File: src/hw/rtl/mctp_pkg.sv
// Package for the minimum-credit thread picker.
// Holds the table size, field widths, item mode codes, status codes and the
// sequencer state type. No dependencies.
package mctp_pkg;

  localparam int SLOTS  = 16;
  localparam int IDX_W  = $clog2(SLOTS);
  localparam int CNT_W  = $clog2(SLOTS + 1);

  localparam int MODE_W   = 3;
  localparam int SLOT_W   = 4;
  localparam int VALUE_W  = 32;
  localparam int STATUS_W = 2;

  localparam logic [VALUE_W-1:0] IDLE_PRI = 32'hFFFF_FFFF;

  typedef enum logic [MODE_W-1:0] {
    MODE_PICK    = 3'd0,
    MODE_SET_PRI = 3'd1,
    MODE_SET_RUN = 3'd2,
    MODE_CREATE  = 3'd3,
    MODE_DELETE  = 3'd4
  } mode_e;

  typedef enum logic [STATUS_W-1:0] {
    ST_DONE = 2'd0,
    ST_EXCL = 2'd1,
    ST_NONE = 2'd2,
    ST_ZERO = 2'd3
  } status_e;

  typedef enum logic [2:0] {
    S_IDLE,
    S_MIN,
    S_SUB,
    S_GRANT,
    S_RESP
  } state_e;

endpackage

File: src/hw/rtl/min_credit_thread_picker_top.sv
// Top level of the minimum-credit thread picker: slot table, pick sequencer
// and output register. Depends on mctp_pkg.
//
// - Input channel (in_valid_i / in_stall_o) carries one command per transfer:
//   mode_i selects pick, set priority, set runnable, create or delete slot.
// - Output channel (out_valid_o / out_stall_i) returns exactly one result per
//   command: chosen_slot_o and status_o.
// - Priority and credit live in two RAMs with a registered read;
//   valid and runnable bits live in flip-flops.
// - A non-pick command goes to the result state, then into the output register.
// - A pick makes a minimum pass and a subtract-and-select pass, then one grant
//   write and the result state. A runnable slot with priority zero ends the pick
//   after the first pass; with none runnable there is no grant write.
// - in_stall_o is low only while the sequencer is idle, from the cycle after a
//   result is loaded, so a new command is taken only after the previous one
//   has left the sequencer.
// - When the receiver stalls, the result holds in the output register and the
//   sequencer waits in its result cycle until the register frees up.
// - Reset clears all valid and runnable bits and the sequencer; the RAM
//   contents are meaningless until a slot is created.
module min_credit_thread_picker_top (
  input  logic                           clk_i,
  input  logic                           rst_ni,
  input  logic                           in_valid_i,
  output logic                           in_stall_o,
  input  logic [mctp_pkg::MODE_W-1:0]    mode_i,
  input  logic [mctp_pkg::SLOT_W-1:0]    slot_i,
  input  logic [mctp_pkg::VALUE_W-1:0]   value_i,
  output logic                           out_valid_o,
  input  logic                           out_stall_i,
  output logic [mctp_pkg::SLOT_W-1:0]    chosen_slot_o,
  output logic [mctp_pkg::STATUS_W-1:0]  status_o
);
  import mctp_pkg::*;

  // Slot flags.
  logic [SLOTS-1:0] vld_q, vld_d;
  logic [SLOTS-1:0] run_q, run_d;

  // RAMs.
  logic [VALUE_W-1:0] pri_mem [SLOTS];
  logic [VALUE_W-1:0] crd_mem [SLOTS];
  logic               pri_we, crd_we;
  logic [IDX_W-1:0]   pri_wa, crd_wa;
  logic [VALUE_W-1:0] pri_wd, crd_wd;
  logic [IDX_W-1:0]   rd_addr;
  logic [VALUE_W-1:0] pri_rd, crd_rd;

  // Sequencer.
  state_e             state_q, state_d;
  logic [CNT_W-1:0]   cnt_q, cnt_d;
  logic               rv_q, rv_d;
  logic [IDX_W-1:0]   ra_q, ra_d;
  logic [SLOT_W-1:0]  excl_q, excl_d;
  logic [VALUE_W-1:0] min_q, min_d;
  logic               any_run_q, any_run_d;
  logic               zero_q, zero_d;
  logic               found_q, found_d;
  logic [IDX_W-1:0]   pick_q, pick_d;
  logic [VALUE_W-1:0] pick_pri_q, pick_pri_d;
  logic [VALUE_W-1:0] excl_pri_q, excl_pri_d;
  logic [IDX_W-1:0]   gnt_addr_q, gnt_addr_d;
  logic [VALUE_W-1:0] gnt_pri_q, gnt_pri_d;
  logic [SLOT_W-1:0]  res_slot_q, res_slot_d;
  status_e            res_st_q, res_st_d;

  // Output register.
  logic               out_valid_q, out_valid_d;
  logic [SLOT_W-1:0]  out_slot_q, out_slot_d;
  logic [STATUS_W-1:0] out_st_q, out_st_d;

  logic               in_xfer;
  logic               slot_in_range;
  logic [IDX_W-1:0]   slot_idx;
  logic               rd_en;
  logic               pass_end;
  logic               cur_vld, cur_run;
  logic [VALUE_W-1:0] eff_crd, new_crd;
  logic               excl_hit;
  logic               out_free;
  logic [31:0]        pick_wide, excl_wide;

  assign in_stall_o    = (state_q != S_IDLE);
  assign in_xfer       = in_valid_i && (state_q == S_IDLE);
  assign slot_in_range = (32'(slot_i) < 32'(SLOTS));
  assign slot_idx      = IDX_W'(slot_i);
  assign rd_en         = (cnt_q < CNT_W'(SLOTS));
  assign rd_addr       = IDX_W'(cnt_q);
  assign pass_end      = !rd_en && !rv_q;
  assign out_free      = !out_valid_q || !out_stall_i;

  // Idle-priority slots count as holding the all-ones credit.
  assign cur_vld  = vld_q[ra_q];
  assign cur_run  = run_q[ra_q];
  assign eff_crd  = (cur_vld && (pri_rd == IDLE_PRI)) ? IDLE_PRI : crd_rd;
  assign new_crd  = cur_run ? (eff_crd - min_q) : eff_crd;
  assign excl_hit = (32'(ra_q) == 32'(excl_q));
  assign pick_wide = 32'(pick_q);
  assign excl_wide = 32'(excl_q);

  always_ff @(posedge clk_i) begin
    if (pri_we) begin
      pri_mem[pri_wa] <= pri_wd;
    end
    pri_rd <= pri_mem[rd_addr];
  end

  always_ff @(posedge clk_i) begin
    if (crd_we) begin
      crd_mem[crd_wa] <= crd_wd;
    end
    crd_rd <= crd_mem[rd_addr];
  end

  always_comb begin
    state_d     = state_q;
    cnt_d       = cnt_q;
    rv_d        = 1'b0;
    ra_d        = ra_q;
    excl_d      = excl_q;
    min_d       = min_q;
    any_run_d   = any_run_q;
    zero_d      = zero_q;
    found_d     = found_q;
    pick_d      = pick_q;
    pick_pri_d  = pick_pri_q;
    excl_pri_d  = excl_pri_q;
    gnt_addr_d  = gnt_addr_q;
    gnt_pri_d   = gnt_pri_q;
    res_slot_d  = res_slot_q;
    res_st_d    = res_st_q;
    vld_d       = vld_q;
    run_d       = run_q;
    out_valid_d = out_valid_q && out_stall_i;
    out_slot_d  = out_slot_q;
    out_st_d    = out_st_q;
    pri_we      = 1'b0;
    pri_wa      = slot_idx;
    pri_wd      = value_i;
    crd_we      = 1'b0;
    crd_wa      = slot_idx;
    crd_wd      = '0;

    case (state_q)
      S_IDLE: begin
        if (in_xfer) begin
          res_slot_d = '0;
          res_st_d   = ST_DONE;
          state_d    = S_RESP;
          if (mode_i == MODE_PICK) begin
            excl_d    = slot_i;
            min_d     = IDLE_PRI;
            any_run_d = 1'b0;
            zero_d    = 1'b0;
            found_d   = 1'b0;
            cnt_d     = '0;
            state_d   = S_MIN;
          end else if (slot_in_range) begin
            case (mode_i)
              MODE_SET_PRI: begin
                pri_we = vld_q[slot_idx];
              end
              MODE_SET_RUN: begin
                if (vld_q[slot_idx]) begin
                  run_d[slot_idx] = value_i[0];
                end
              end
              MODE_CREATE: begin
                vld_d[slot_idx] = 1'b1;
                run_d[slot_idx] = 1'b1;
                pri_we          = 1'b1;
                crd_we          = 1'b1;
              end
              MODE_DELETE: begin
                vld_d[slot_idx] = 1'b0;
                run_d[slot_idx] = 1'b0;
              end
              default: begin
              end
            endcase
          end
        end
      end

      S_MIN: begin
        if (rd_en) begin
          rv_d  = 1'b1;
          ra_d  = rd_addr;
          cnt_d = cnt_q + CNT_W'(1);
        end
        if (rv_q && cur_run) begin
          any_run_d = 1'b1;
          if (pri_rd == '0) begin
            zero_d = 1'b1;
          end
          if (eff_crd < min_q) begin
            min_d = eff_crd;
          end
        end
        if (pass_end) begin
          cnt_d = '0;
          if (zero_q) begin
            res_st_d = ST_ZERO;
            state_d  = S_RESP;
          end else begin
            state_d = S_SUB;
          end
        end
      end

      S_SUB: begin
        if (rd_en) begin
          rv_d  = 1'b1;
          ra_d  = rd_addr;
          cnt_d = cnt_q + CNT_W'(1);
        end
        if (rv_q) begin
          // Write back every slot: forces idle credits and applies the subtraction.
          crd_we = 1'b1;
          crd_wa = ra_q;
          crd_wd = new_crd;
          if (cur_run && (new_crd == '0) && !excl_hit) begin
            found_d    = 1'b1;
            pick_d     = ra_q;
            pick_pri_d = pri_rd;
          end
          if (excl_hit) begin
            excl_pri_d = pri_rd;
          end
        end
        if (pass_end) begin
          if (!any_run_q) begin
            res_st_d = ST_NONE;
            state_d  = S_RESP;
          end else if (found_q) begin
            gnt_addr_d = pick_q;
            gnt_pri_d  = pick_pri_q;
            res_slot_d = pick_wide[SLOT_W-1:0];
            res_st_d   = ST_DONE;
            state_d    = S_GRANT;
          end else if (excl_wide < 32'(SLOTS)) begin
            gnt_addr_d = IDX_W'(excl_q);
            gnt_pri_d  = excl_pri_q;
            res_slot_d = excl_wide[SLOT_W-1:0];
            res_st_d   = ST_EXCL;
            state_d    = S_GRANT;
          end else begin
            res_st_d = ST_NONE;
            state_d  = S_RESP;
          end
        end
      end

      S_GRANT: begin
        crd_we  = 1'b1;
        crd_wa  = gnt_addr_q;
        crd_wd  = gnt_pri_q;
        state_d = S_RESP;
      end

      S_RESP: begin
        if (out_free) begin
          out_valid_d = 1'b1;
          out_slot_d  = res_slot_q;
          out_st_d    = res_st_q;
          state_d     = S_IDLE;
        end
      end

      default: begin
        state_d = S_IDLE;
      end
    endcase
  end

  always_ff @(posedge clk_i or negedge rst_ni) begin
    if (!rst_ni) begin
      state_q     <= S_IDLE;
      cnt_q       <= '0;
      rv_q        <= 1'b0;
      vld_q       <= '0;
      run_q       <= '0;
      out_valid_q <= 1'b0;
    end else begin
      state_q     <= state_d;
      cnt_q       <= cnt_d;
      rv_q        <= rv_d;
      vld_q       <= vld_d;
      run_q       <= run_d;
      out_valid_q <= out_valid_d;
    end
  end

  always_ff @(posedge clk_i) begin
    ra_q       <= ra_d;
    excl_q     <= excl_d;
    min_q      <= min_d;
    any_run_q  <= any_run_d;
    zero_q     <= zero_d;
    found_q    <= found_d;
    pick_q     <= pick_d;
    pick_pri_q <= pick_pri_d;
    excl_pri_q <= excl_pri_d;
    gnt_addr_q <= gnt_addr_d;
    gnt_pri_q  <= gnt_pri_d;
    res_slot_q <= res_slot_d;
    res_st_q   <= res_st_d;
    out_slot_q <= out_slot_d;
    out_st_q   <= out_st_d;
  end

  assign out_valid_o   = out_valid_q;
  assign chosen_slot_o = out_slot_q;
  assign status_o      = out_st_q;

  // A runnable slot is always a valid slot.
  a_run_implies_vld: assert property (@(posedge clk_i) disable iff (!rst_ni)
    $countones(run_q & ~vld_q) == 0)
    else $error("runnable bit set on an invalid slot");

  // RAM read data is only consumed during the two passes.
  a_rv_in_pass: assert property (@(posedge clk_i) disable iff (!rst_ni)
    rv_q |-> (state_q == S_MIN || state_q == S_SUB))
    else $error("read data pending outside a pass");

  // The grant write is always followed by the result cycle.
  a_grant_then_resp: assert property (@(posedge clk_i) disable iff (!rst_ni)
    (state_q == S_GRANT) |=> (state_q == S_RESP))
    else $error("grant not followed by result");

  // A result leaving the sequencer lands in the output register.
  a_resp_loads_out: assert property (@(posedge clk_i) disable iff (!rst_ni)
    (state_q == S_RESP && out_free) |=> (out_valid_q && state_q == S_IDLE))
    else $error("result not loaded into output register");

endmodule
File: config.mk
export PLATFORM = sky130hd
export DESIGN_NAME = min_credit_thread_picker_top
export DESIGN_NICKNAME = d
export VERILOG_FILES = /design/src/hw/rtl/mctp_pkg.sv /design/src/hw/rtl/min_credit_thread_picker_top.sv
export SDC_FILE = /design/constraint.sdc
export NUM_CORES = 1
export LEC_CHECK = 0
export ABC_AREA = 1
export ABC_CLOCK_PERIOD_IN_PS = 5900
export BUFFER_PORTS_ARGS = -buffer_cell sky130_fd_sc_hd__buf_2
export CELL_PAD_IN_SITES_DETAIL_PLACEMENT = 1
export CELL_PAD_IN_SITES_GLOBAL_PLACEMENT = 1
export CORE_MARGIN = 3
export CORE_UTILIZATION = 50
export DETAILED_ROUTE_END_ITERATION = 7
export GPL_ROUTABILITY_DRIVEN = 1
export PLACE_DENSITY = 0.89
export RECOVER_POWER = 25
export SLEW_MARGIN = 10
export SYNTH_ARGS = -nofsm -noshare
export SYNTH_HDL_FRONTEND = slang
export SYNTH_SLANG_ARGS = --single-unit
File: constraint.sdc
create_clock -name clk_i -period 5.9 [get_ports clk_i]
set_input_delay 0.295 -clock clk_i [delete_from_list [all_inputs] [get_ports clk_i]]
set_output_delay 0.295 -clock clk_i [all_outputs]
set_load 0.005 [all_outputs]
==> flow_metrics.tcl, run 1 <==
set metrics [dict create \
    status "finished with violations" \
    violations "capacitance limit, slew limit" \
    slew_headroom -0.899 \
    worstPathRequired_ns 6.29 \
    cp_max_fo 36 \
    layout.nets 4506 \
    power.total_mw 27.5 \
    hold_violations 0 \
    final_cells 5920 \
    reg2reg_slack_ns 0.33 \
    tightest_slew_ns 2.85 \
    drive_gt1_frac 0.0836 \
    critPathTopFamily "simple AND/OR/NAND/NOR gates" \
    clock-root-buffer "clkbuf_16" \
    vias 38500 \
    max_cap_viol_count 1 \
    synth_seq_area_share 0.716 \
    worstHoldStart "mode_i[2]" \
    overflow 0 \
    ant_nets 0 \
    timing.fmax_mhz 179 \
    r2r-start "ra_q[1]" \
    n_fill_cell 10400 \
    post-route-period-util 0.945 \
    endpoint_kind "flip-flop" \
    p_leak_nw 20.0 \
    crit_top_cell "nand2_1" \
    first_iter_violations 5153 \
    clkSinkCount 1289 \
    syn_nets 4448 \
    fp.dieW_um 331 \
    cpPeakStageDelay_ns 0.61 \
    dr.pass1.iters 6 \
    die_area_sq_um 110000 \
    gp_congestion 0.941 \
    ir_worst_vdd_uv 344 \
    die_h_um 331 \
    grt_pass1_wl_um 266000 \
    pre_cts_ws_ns 0.639 \
    antenna_found_initial 7 \
    yosys_warnings 0 \
    syn_area_per_cell_sq_um 12.1 \
    cts_tree "done" \
    synth_cells 4371 \
    ys.flop_type "edfxtp_1" \
    cts_resized 0 \
    finalMaxSlewViolations 43 \
    ctsHoldBuffers 38 \
    clk_latency_ns 0.76 \
    grt_pass1_vias 40400 \
    tns_ns 0 \
    skew_ns 0.0319 \
    whs_endpoint "state_q[0]" \
    yosysUniqueCellTypes 51 \
    detailed_place_hpwl_um 103000 \
    p_per_area_nw_per_um2 460 \
    rows 118 \
    synthesis.area_sq_um 52900 \
    post_cts_buffers 0 \
    drcViolationCount 0 \
    final_common_cell "edfxtp_1" \
    fin_ws_ns 0.326 \
    cp.arrival_ns 5.96 \
    cts.clk_slew.worst_paths_ns 0.06 \
    area_growth_pct 12.7 \
    numCtsBuffers 133 \
    synth-seq-cells 1289 \
    place_inst 5636 \
    coreArea_sq_um 104000 \
    vias_per_cell 6.50 \
    fin_util 0.572 \
    cp_slowest_cell "edfxtp_1" \
    totalWireLength_um 181000 \
    r2r_cells 28 \
    numPortBuffers 50 \
    cts_htree_levels 4 \
    io_pins 51 \
    start_util 0.508 \
    rsz0062_at_grt "false" \
    holdCritPathClass "input pin to flip-flop" \
    hold_path_depth 4 \
    layout_common_cells "1183 x edfxtp_1, 663 x nor2_1, 597 x o21ai_0" \
    setup_viol 0 \
    grt_use_total 0.322 \
    async_flop_share 0.0326 \
    wl_per_cell_um 30.6 \
    critPathLaunchType "flip-flop" \
    rr_endpoint "pick_q[1]" \
    fin_crit_ns 5.57 \
    grt_max_degree 239 \
    crit_type "flip-flop to flip-flop" \
    cts_max_path_buffers 3 \
    critPathBufInv 5 \
    synth_edf_count 1183 \
]
worst reg2reg max path: cells and delay by family (launching register included):
kind | cells | cell delay, ns
adder cells (fa/ha/maj) | 2 | 0.72
buffers and inverters | 5 | 1.51
flip-flops | 1 | 0.61
AND/OR/NAND/NOR | 21 | 2.34
per-layer routing:
| layer | routed length, um | share of wire | global-route usage | vias to the layer above |
|---|---|---|---|---|
| li1 | - | - | - | 16000 |
| met1 | 62200 | 0.34 | 0.382 | 19200 |
| met2 | 89200 | 0.49 | 0.542 | 2515 |
| met3 | 16700 | 0.092 | 0.0645 | 741 |
| met4 | 12800 | 0.071 | 0.200 | 6 |
| met5 | 32 | 0.00018 | 0 | - |
sequential cells by signal (all words and copies together) (netlist names), 4 cells and up, named ones only:
name           cells
chosen_slot_o      4
cnt_q              5
crd_mem          512
crd_rd            32
excl_pri_q        32
excl_q             4
gnt_addr_q         4
gnt_pri_q         32
min_q             32
pick_pri_q        32
pick_q             4
pri_mem          512
pri_rd            32
ra_q               4
res_slot_q         4
stage by stage:
| step | hold WS, ns | instance area [sq um] |
|---|---|---|
| floorplan | -0.000591 | 52900 |
| global placement | 0.410 | 55000 |
| detailed placement | 0.410 | 55000 |
| CTS | 0.00523 | 59700 |
| global route | 0.0464 | 59600 |
| finish | 0.0484 | 59600 |
cells in the mapped netlist (all sizes together) (4+ instances only):
library cell / count / area, sq um
nand3: 172 / 871
clkbuf: 210 / 788
nand3b: 13 / 97.6
o21bai: 4 / 30.0
nor3: 11 / 60.1
nor4: 7 / 43.8
nand2: 513 / 1940
o22a: 11 / 96.3
o211ai: 70 / 526
a22o: 10 / 87.6
ha: 33 / 413
buf: 43 / 229
and2: 4 / 25.0
inv: 284 / 1070
xor2: 6 / 52.6
dfxtp: 64 / 1280
xnor2: 8 / 70.1
o21ai: 598 / 2990
edfxtp: 1183 / 35500
nand4: 15 / 93.8
o22ai: 77 / 482
nor2: 699 / 2640
dfrtp: 42 / 1050
o221ai: 189 / 1660
a21oi: 50 / 250
mux2: 32 / 360
where the power goes:
part	switching, mW	leakage [nW]	internal, mW
clock network	3.64	2.09	4.87
logic	5.73	6.81	1.92
registers	0.641	11.1	10.7
total	10.0	20.0	17.4
cells by family after synthesis:
kind of cell,count (synthesis),synth area share
simple gates,1443,0.110
mux,32,0.00681
flops,1289,0.716
fa+ha+maj,34,0.00818
buf+inv,540,0.0396
compound gates,1019,0.117
xor+xnor,14,0.00232
worst max-delay path by stage:
| stage | startpoint | end | slack, ns | cells past startpoint |
|---|---|---|---|---|
| 2_1_floorplan | ra_q[0] | pick_pri_q[0] | 0.65 | 26 |
| 3_3_place_gp | ra_q[0] | pick_pri_q[13] | 0.93 | 26 |
| 3_5_place_dp | ra_q[1] | pick_pri_q[15] | 0.64 | 28 |
| 4_1_cts | ra_q[1] | pick_pri_q[6] | 0.53 | 28 |
| 5_1_grt | ra_q[0] | pick_q[1] | 0.15 | 28 |
| 6_report | ra_q[1] | pick_q[1] | 0.33 | 28 |
area by class of cell:
| class | count | area, sq um | share of cell area |
|---|---|---|---|
| timing repair buffer | 176 | 1400 | 0.0234 |
| clock buffer | 187 | 3690 | 0.0619 |
| multi-input combinational | 2542 | 13200 | 0.222 |
| inverter | 287 | 1090 | 0.0184 |
| antenna | 4 | 10.0 | 0.000168 |
| tap | 1380 | 1730 | 0.0289 |
| clock inverter | 55 | 619 | 0.0104 |
| sequential | 1289 | 37900 | 0.635 |
No activity file was read; power rests on OpenSTA's default activity.
==> run 2, diff against run 1 <==
CTS_CLUSTER_DIAMETER = 200   (was default)
REMOVE_ABC_BUFFERS = 1   (was default)
==> run 2 against run 1 <==
  * The flow still finishes with violations (capacitance limit, slew limit)
  * Sequential power is essentially flat
  * Wire length up 0.50%
  * Setup slack improved by 0.12 ns
  * Critical path type unchanged
  * Largest power group unchanged
  * Highest routed layer unchanged
==> flow_metrics.tcl, run 2 (same netlist as run 1, synthesis figures left out) <==
set metrics [dict create \
    tns_ns 0 \
    first_iter_violations 5091 \
    timing.fmax_mhz 183 \
    clkSinkCount 1289 \
    reg2reg_slack_ns 0.44 \
    final_common_cell "edfxtp_1" \
    drcViolationCount 0 \
    grt_pass1_wl_um 268000 \
    coreArea_sq_um 104000 \
    start_util 0.508 \
    io_pins 51 \
    overflow 0 \
    skew_ns 0.0370 \
    cts_tree "done" \
    status "finished with violations" \
    fp.dieW_um 331 \
    pre_cts_ws_ns 0.778 \
    timing.hold.ws_ns 0.0586 \
    crit_type "flip-flop to flip-flop" \
    final_cells 5919 \
    grt_use_total 0.325 \
    power.total_mw 27.3 \
    vias 38700 \
    tightest_slew_ns 2.67 \
    totalWireLength_um 182000 \
    layout.nets 4504 \
    cts.clk_slew.worst_paths_ns 0.06 \
    drive_gt1_frac 0.0838 \
    clock-root-buffer "clkbuf_16" \
    layout_common_cells "1183 x edfxtp_1, 663 x nor2_1, 595 x o21ai_0" \
    critPathLaunchType "flip-flop" \
    numPortBuffers 50 \
    setup_viol 0 \
    n_fill_cell 10400 \
    worstPathRequired_ns 6.29 \
    post_cts_buffers 0 \
    p_per_area_nw_per_um2 459 \
    r2r-start "ra_q[1]" \
    violations "capacitance limit, slew limit" \
    antenna_found_initial 7 \
    cts_htree_levels 4 \
    cp.arrival_ns 5.85 \
    area_growth_pct 12.6 \
    detailed_place_hpwl_um 101000 \
    ir_worst_vdd_uv 384 \
    ant_nets 0 \
    rr_endpoint "pick_pri_q[10]" \
    place_inst 5635 \
    numCtsBuffers 131 \
    grt_max_degree 209 \
    clk_latency_ns 0.77 \
    rsz0062_at_grt "false" \
    rows 118 \
    cp_max_fo 36 \
    holdCritPathClass "input pin to flip-flop" \
    setup.worst_path.start "ra_q[1]" \
    cts_max_path_buffers 3 \
    vias_per_cell 6.53 \
    dr.pass1.iters 6 \
    cts_resized 0 \
    wl_per_cell_um 30.7 \
    fin_ws_ns 0.442 \
    p_leak_nw 20.0 \
    fin_crit_ns 5.46 \
    r2r_cells 26 \
    endpoint_kind "flip-flop" \
    critical_path.endpoint "pick_pri_q[10]" \
    top_regs "crd_mem (512), pri_mem (512)" \
    grt_pass1_vias 41300 \
    die_area_sq_um 110000 \
    hold_violations 0 \
    max_cap_viol_count 2 \
    die_h_um 331 \
    slew_headroom -0.782 \
    finalMaxSlewViolations 84 \
    post-route-period-util 0.925 \
    gp_congestion 0.944 \
]
==> run 2: layout make-up <==
class                           instances  area [sq um]  area share
Sequential cell                      1289         37900       0.636
Multi-Input combinational cell       2542         13200       0.222
Clock buffer                          165          3500      0.0587
Tap cell                             1380          1730      0.0290
Timing Repair Buffer                  176          1430      0.0240
Inverter                              287          1090      0.0184
Clock inverter                         75           714      0.0120
Antenna cell                            5          12.5    0.000210
==> run 2: worst max-delay path, stage by stage, from the launching register on <==
cell,delay (ns)
edfxtp_1,0.61
inv_2,0.28
nand3_1,0.12
nand3_1,0.09
nand3_1,0.08
nand2_1,0.13
nand2_2,0.11
inv_1,0.47
nor2_1,0.14
ha_1,0.25
fa_1,0.44
inv_1,0.10
nand3_1,0.07
nand3_1,0.14
nand3_1,0.10
nand3_1,0.20
nand2_1,0.11
nand3_1,0.11
nand3_1,0.10
o21ai_1,0.16
nand2_1,0.10
nor2_1,0.12
nand3_1,0.12
nor2_1,0.18
nand2_1,0.13
nor2_4,0.10
buf_4,0.48
==> run 2: how the worst min path moves through the flow <==
stage | from | endpoint | cells past startpoint
4_1_cts | mode_i[2] | flip-flop | 4
5_1_grt | mode_i[2] | flip-flop | 4
6_report | mode_i[2] | flip-flop | 4
2_1_floorplan | rst_ni | asynchronous set/reset pin | 0
3_3_place_gp | res_slot_q[0] | chosen_slot_o[0] | 0
3_5_place_dp | res_st_q[1] | status_o[1] | 0
==> run 2: per-layer routing <==
| metal | global-route usage | wire, um |
|---|---|---|
| met1 | 0.378 | 63400 |
| met2 | 0.560 | 91300 |
| met3 | 0.0574 | 14600 |
| met4 | 0.203 | 12600 |
| met5 | 0 | 13 |
==> run 2: power breakdown <==
group | leakage [nW] | switching, mW | internal [mW] | total [mW]
Combinational | 6.82 | 5.73 | 1.92 | 7.65
Sequential | 11.1 | 0.551 | 10.7 | 11.2
Clock | 2.07 | 3.75 | 4.72 | 8.46
==> run 2: what timing repair did <==
item / in CTS / in global routing
endpoints found under the setup margin: 0 / 0
endpoints found under the hold margin: 567 / 0
hold buffers: 38 / 0
==> run 2: metrics by stage <==
step | util | cell area (sq um)
6_report | 0.571 | 59600
4_1_cts | 0.572 | 59600
3_5_place_dp | 0.528 | 55000
3_3_place_gp | 0.528 | 55000
2_1_floorplan | - | 51900
5_1_grt | 0.571 | 59600
